<file path="src/rtl/hsd_pkg.sv">
// Shared types and codes for the hex scatter string decoder.
`timescale 1ns / 1ps

package hsd_pkg;

    // Classified word handed from the front end to the back end
    typedef struct packed {
        logic       is_read;
        logic       last;
        logic       is_zero;
        logic       is_one;
        logic [3:0] digit;
    } t_cmd;

    // One result word
    typedef struct packed {
        logic       is_pair;
        logic [2:0] status;
        logic [7:0] position;
        logic [7:0] value;
        logic       final_res;
    } t_res;

    localparam logic [2:0] ST_OK     = 3'd0;
    localparam logic [2:0] ST_VER    = 3'd1;
    localparam logic [2:0] ST_SHORT  = 3'd2;
    localparam logic [2:0] ST_MARK   = 3'd3;
    localparam logic [2:0] ST_BEYOND = 3'd4;
    localparam logic [2:0] ST_LONG   = 3'd5;

endpackage

</file>
<file path="src/rtl/hsd_front.sv">
// Front end: accepts input words, decodes the hex digit and queues commands.
`timescale 1ns / 1ps

module hsd_front (
    input  logic         i_clk,
    input  logic         i_rst_n,
    input  logic         i_valid,
    output logic         o_ready,
    input  logic         i_action,
    input  logic [7:0]   i_enc_char,
    input  logic         i_last,
    output logic         o_cmd_valid,
    output hsd_pkg::t_cmd o_cmd,
    input  logic         i_cmd_pop
);
    import hsd_pkg::*;

    localparam logic [7:0] CHAR_ZERO = 8'h30;
    localparam logic [7:0] CHAR_ONE  = 8'h31;
    localparam logic [7:0] CHAR_NINE = 8'h39;
    localparam logic [7:0] CHAR_A    = 8'h41;
    localparam logic [7:0] CHAR_F    = 8'h46;

    logic [1:0] r_count;
    logic [1:0] n_count;
    logic       r_wr_ptr;
    logic       r_rd_ptr;
    t_cmd       r_q [2];
    t_cmd       cmd_in;
    logic [7:0] hex_val;
    logic       push;

    // Non-hex characters count as digit 0; store the inverted digit
    always_comb begin
        hex_val = 8'd0;
        if (i_enc_char >= CHAR_ZERO && i_enc_char <= CHAR_NINE) begin
            hex_val = i_enc_char - CHAR_ZERO;
        end else if (i_enc_char >= CHAR_A && i_enc_char <= CHAR_F) begin
            hex_val = i_enc_char - CHAR_A + 8'd10;
        end
        cmd_in.is_read = i_action;
        cmd_in.last    = i_last;
        cmd_in.is_zero = (i_enc_char == CHAR_ZERO);
        cmd_in.is_one  = (i_enc_char == CHAR_ONE);
        cmd_in.digit   = ~hex_val[3:0];
    end

    assign o_ready     = (r_count != 2'd2);
    assign push        = i_valid && o_ready;
    assign o_cmd_valid = (r_count != 2'd0);
    assign o_cmd       = r_q[r_rd_ptr];

    always_comb begin
        n_count = r_count;
        if (push && !(i_cmd_pop && o_cmd_valid)) begin
            n_count = r_count + 2'd1;
        end else if (!push && i_cmd_pop && o_cmd_valid) begin
            n_count = r_count - 2'd1;
        end
    end

    always_ff @(posedge i_clk) begin
        if (!i_rst_n) begin
            r_count  <= 2'd0;
            r_wr_ptr <= 1'b0;
            r_rd_ptr <= 1'b0;
        end else begin
            r_count <= n_count;
            if (push) begin
                r_wr_ptr <= ~r_wr_ptr;
            end
            if (i_cmd_pop && o_cmd_valid) begin
                r_rd_ptr <= ~r_rd_ptr;
            end
        end
    end

    always_ff @(posedge i_clk) begin
        if (push) begin
            r_q[r_wr_ptr] <= cmd_in;
        end
    end

endmodule

</file>
<file path="config.mk">
export PLATFORM = sky130hd
export DESIGN_NAME = hsd_front
export DESIGN_NICKNAME = d
export VERILOG_FILES = /design/src/rtl/hsd_pkg.sv /design/src/rtl/hsd_front.sv
export SDC_FILE = /design/constraint.sdc
export NUM_CORES = 1
export LEC_CHECK = 0
export BUFFER_PORTS_ARGS = -buffer_cell sky130_fd_sc_hd__clkbuf_2
export CORE_MARGIN = 4
export CORE_UTILIZATION = 46
export DETAILED_ROUTE_END_ITERATION = 8
export PLACE_DENSITY = 0.84
export SKIP_LAST_GASP = 1
export SLEW_MARGIN = 20
export SYNTH_ARGS = -nofsm -noshare
export SYNTH_HDL_FRONTEND = slang
export SYNTH_SLANG_ARGS = --single-unit
</file>
<file path="constraint.sdc">
create_clock -name i_clk -period 1.55 [get_ports i_clk]
set_clock_uncertainty 0.2 [all_clocks]
set_input_delay 0.31 -clock i_clk [delete_from_list [all_inputs] [get_ports i_clk]]
set_output_delay 0.31 -clock i_clk [all_outputs]
set_load 0.03 [all_outputs]
</file>
==> impl_metrics.json <==
{
  "finalHoldViolCount": 0,
  "wl_per_cell_um": 14.2,
  "cts_buffers": 3,
  "clkLatencyLatePin_ns": 0.29,
  "violations": "setup timing",
  "slew_viol_final": 0,
  "drt-vias-per-instance": 5.17,
  "synth_xor_area_share_pct": 0.868,
  "power_density_nw_per_um2": 798,
  "hp-class": "in2reg",
  "start_util_pct": 49.9,
  "r2r_start": "r_count[0]",
  "fp.coreArea_um2": 2020,
  "place.detailed.hpwl_um": 1350,
  "dr.pass1.iters": 4,
  "seq_power_share_pct": 53.4,
  "syn2layout_area_growth_pct": 50.4,
  "crit_required_ns": 1.04,
  "synth_cell_types": 34,
  "p_leak_nw": 0.622,
  "max_stage_delay_ns": 0.36,
  "setup_violations": 9,
  "path_max_fanout": 8,
  "overflow": 0,
  "num_rows": 16,
  "dieArea_um2": 3010,
  "syn_avg_cell_area_um2": 13.1,
  "power_switching_uw": 308,
  "synth_cells": 77,
  "fin_crit_ns": 1.75,
  "clock.fmax_mhz": 571,
  "antennaDiodeCount": 0,
  "crit_chain": "buf_12, mux2_4, buf_8",
  "total_power_mw": 1.21,
  "tightest_slew_ns": 0.315,
  "grtUsageTotal_pct": 14.9,
  "grt_max_degree": 13,
  "drive_gt1_share_pct": 54.2,
  "antenna_found_initial": 0,
  "internal-power_uw": 903,
  "die_h_um": 54.8,
  "cap_violations": 0,
  "grt_pass1_wl_um": 3110,
  "worstSetupStartpointType": "register",
  "synth-edff-count": 16,
  "crit_arrival_ns": 1.24,
  "ys_seq_elements": 21,
  "drt_wl_total_um": 2060,
  "design_area_um2": 1520,
  "layout_common_cells": "edfxtp_1, clkbuf_2, buf_4, buf_8, mux2_4",
  "numPortBuffers": 23,
  "yosysSeqAreaShare_pct": 57.6,
  "grt_pass1_vias": 717,
  "crit_buf_inv": 2,
  "fin_hold_ws_ns": 0.0667,
  "yosys.area_share.simple_pct": 16.5,
  "clkSinkCount": 21,
  "slowest_stage": "dfxtp_2",
  "synth_compound_area_share_pct": 8.19,
  "cts_buffer_depth": 2,
  "min_from": "i_rst_n",
  "synth_area_um2": 1010,
  "die_w_um": 54.8,
  "criticalPathCategory": "reg2out",
  "rsz0062_at_grt": "true",
  "relSlewSlack_pct": 79.0,
  "critPathTopFamily": "flip-flops",
  "synthArstFlopShare_pct": 0,
  "setup_tns_ns": -1.54,
  "ys_warn_count": 0,
  "muxShareOfSynthArea_pct": 10.9,
  "dpl_cell_area_um2": 1280,
  "status": "finished with violations",
  "layout.nets": 136,
  "irDropWorstVdd_uv": 487,
  "drt-initial-drc-count": 13,
  "synth_flop_cell": "edfxtp_1",
  "globalplace.congestion": 0.849,
  "synthAdderAreaFrac_pct": 3.72,
  "switching_share_pct": 25.4,
  "cts_tree": "done",
  "syn_nets": 94,
  "end_kind": "output pin",
  "worst_slack_ns": -0.200,
  "path_clk_slew_ns": 0.11,
  "period_share_pct": 113,
  "synth_top_family_by_area": "simple AND/OR/NAND/NOR gates",
  "layout.cells.most_common": "edfxtp_1",
  "combPwrFrac_pct": 26.4,
  "pwr-share-clk_pct": 20.1,
  "vias": 749,
  "ant_nets": 0,
  "htree_levels": 1,
  "num_io_pins": 24,
  "route.detailed.drc": 0,
  "root_buffer": "clkbuf_4"
}
area by class of cell:
class / instances / area (um2)
Tap cell: 27 / 33.8
Clock buffer: 3 / 22.5
Timing Repair Buffer: 38 / 358
Clock inverter: 1 / 5.00
Sequential cell: 21 / 589
Fill cell: 125 / 505
Inverter: 5 / 18.8
Multi-Input combinational cell: 50 / 489
per-layer routing:
metal / global-route usage [%] / part of all wire, %
met5: 0 / 0
met4: 7.47 / 0.92
met3: 1.63 / 4.8
met2: 26.2 / 55
met1: 17.8 / 39
cell usage after synthesis, types with 2 or more instances:
master,number,area share [%]
dfxtp_1,5,9.9
nand3b_1,2,1.5
a21oi_1,3,1.5
nand2_1,2,0.74
mux2i_1,2,2.0
or2_2,2,1.2
ha_1,3,3.7
edfxtp_1,16,48
mux2_2,8,8.9
inv_1,5,1.9
nand2b_1,3,1.9
and2_1,3,1.9
nor3b_1,2,1.5
flip-flops by register name, summed over array words and instances, names as in the netlist, named ones only:
signal    count
r_wr_ptr      1
r_q          16
r_rd_ptr      1
r_count       2
power by group through the flow:
| stage | clock network [mW] | logic [mW] | registers, mW |
|---|---|---|---|
| after floorplan | 0 | 0.137 | 0.655 |
| after global placement | 0 | 0.224 | 0.658 |
| final | 0.244 | 0.320 | 0.647 |
| after CTS | 0.250 | 0.291 | 0.646 |
| after detailed placement | 0 | 0.229 | 0.660 |
| after global routing | 0.296 | 0.342 | 0.650 |
final timing paths:
check,endpoint,depth (start not counted),slack [ns]
setup / recovery,o_cmd[4],3,-0.20
hold / removal,r_count[1],2,0.07
setup reg to reg,r_q[0][2],3,0.14
hold reg to reg,r_wr_ptr,2,0.40
through the flow:
step	util (%)	std cells	worst slack (ns)
global placement	63.5	137	-0.225
detailed placement	63.5	137	-0.263
floorplan	-	77	-0.103
global route	75.0	145	-0.256
CTS	72.2	143	-0.216
finish	75.0	145	-0.200
cells by family after synthesis:
kind of cell,Yosys count
compound gates,12
xor+xnor,1
fa+ha+maj,3
buf+inv,6
flops,21
mux,10
simple gates,24
timing repair:
item,4_1_cts,5_1_grt
gates resized for setup,35,15
hold endpoints to repair,0,4
pin swaps,1,2
setup buffers,2,0
setup endpoints to repair,10,16
hold buffers,0,2
Power figures use the tool's default switching activity.
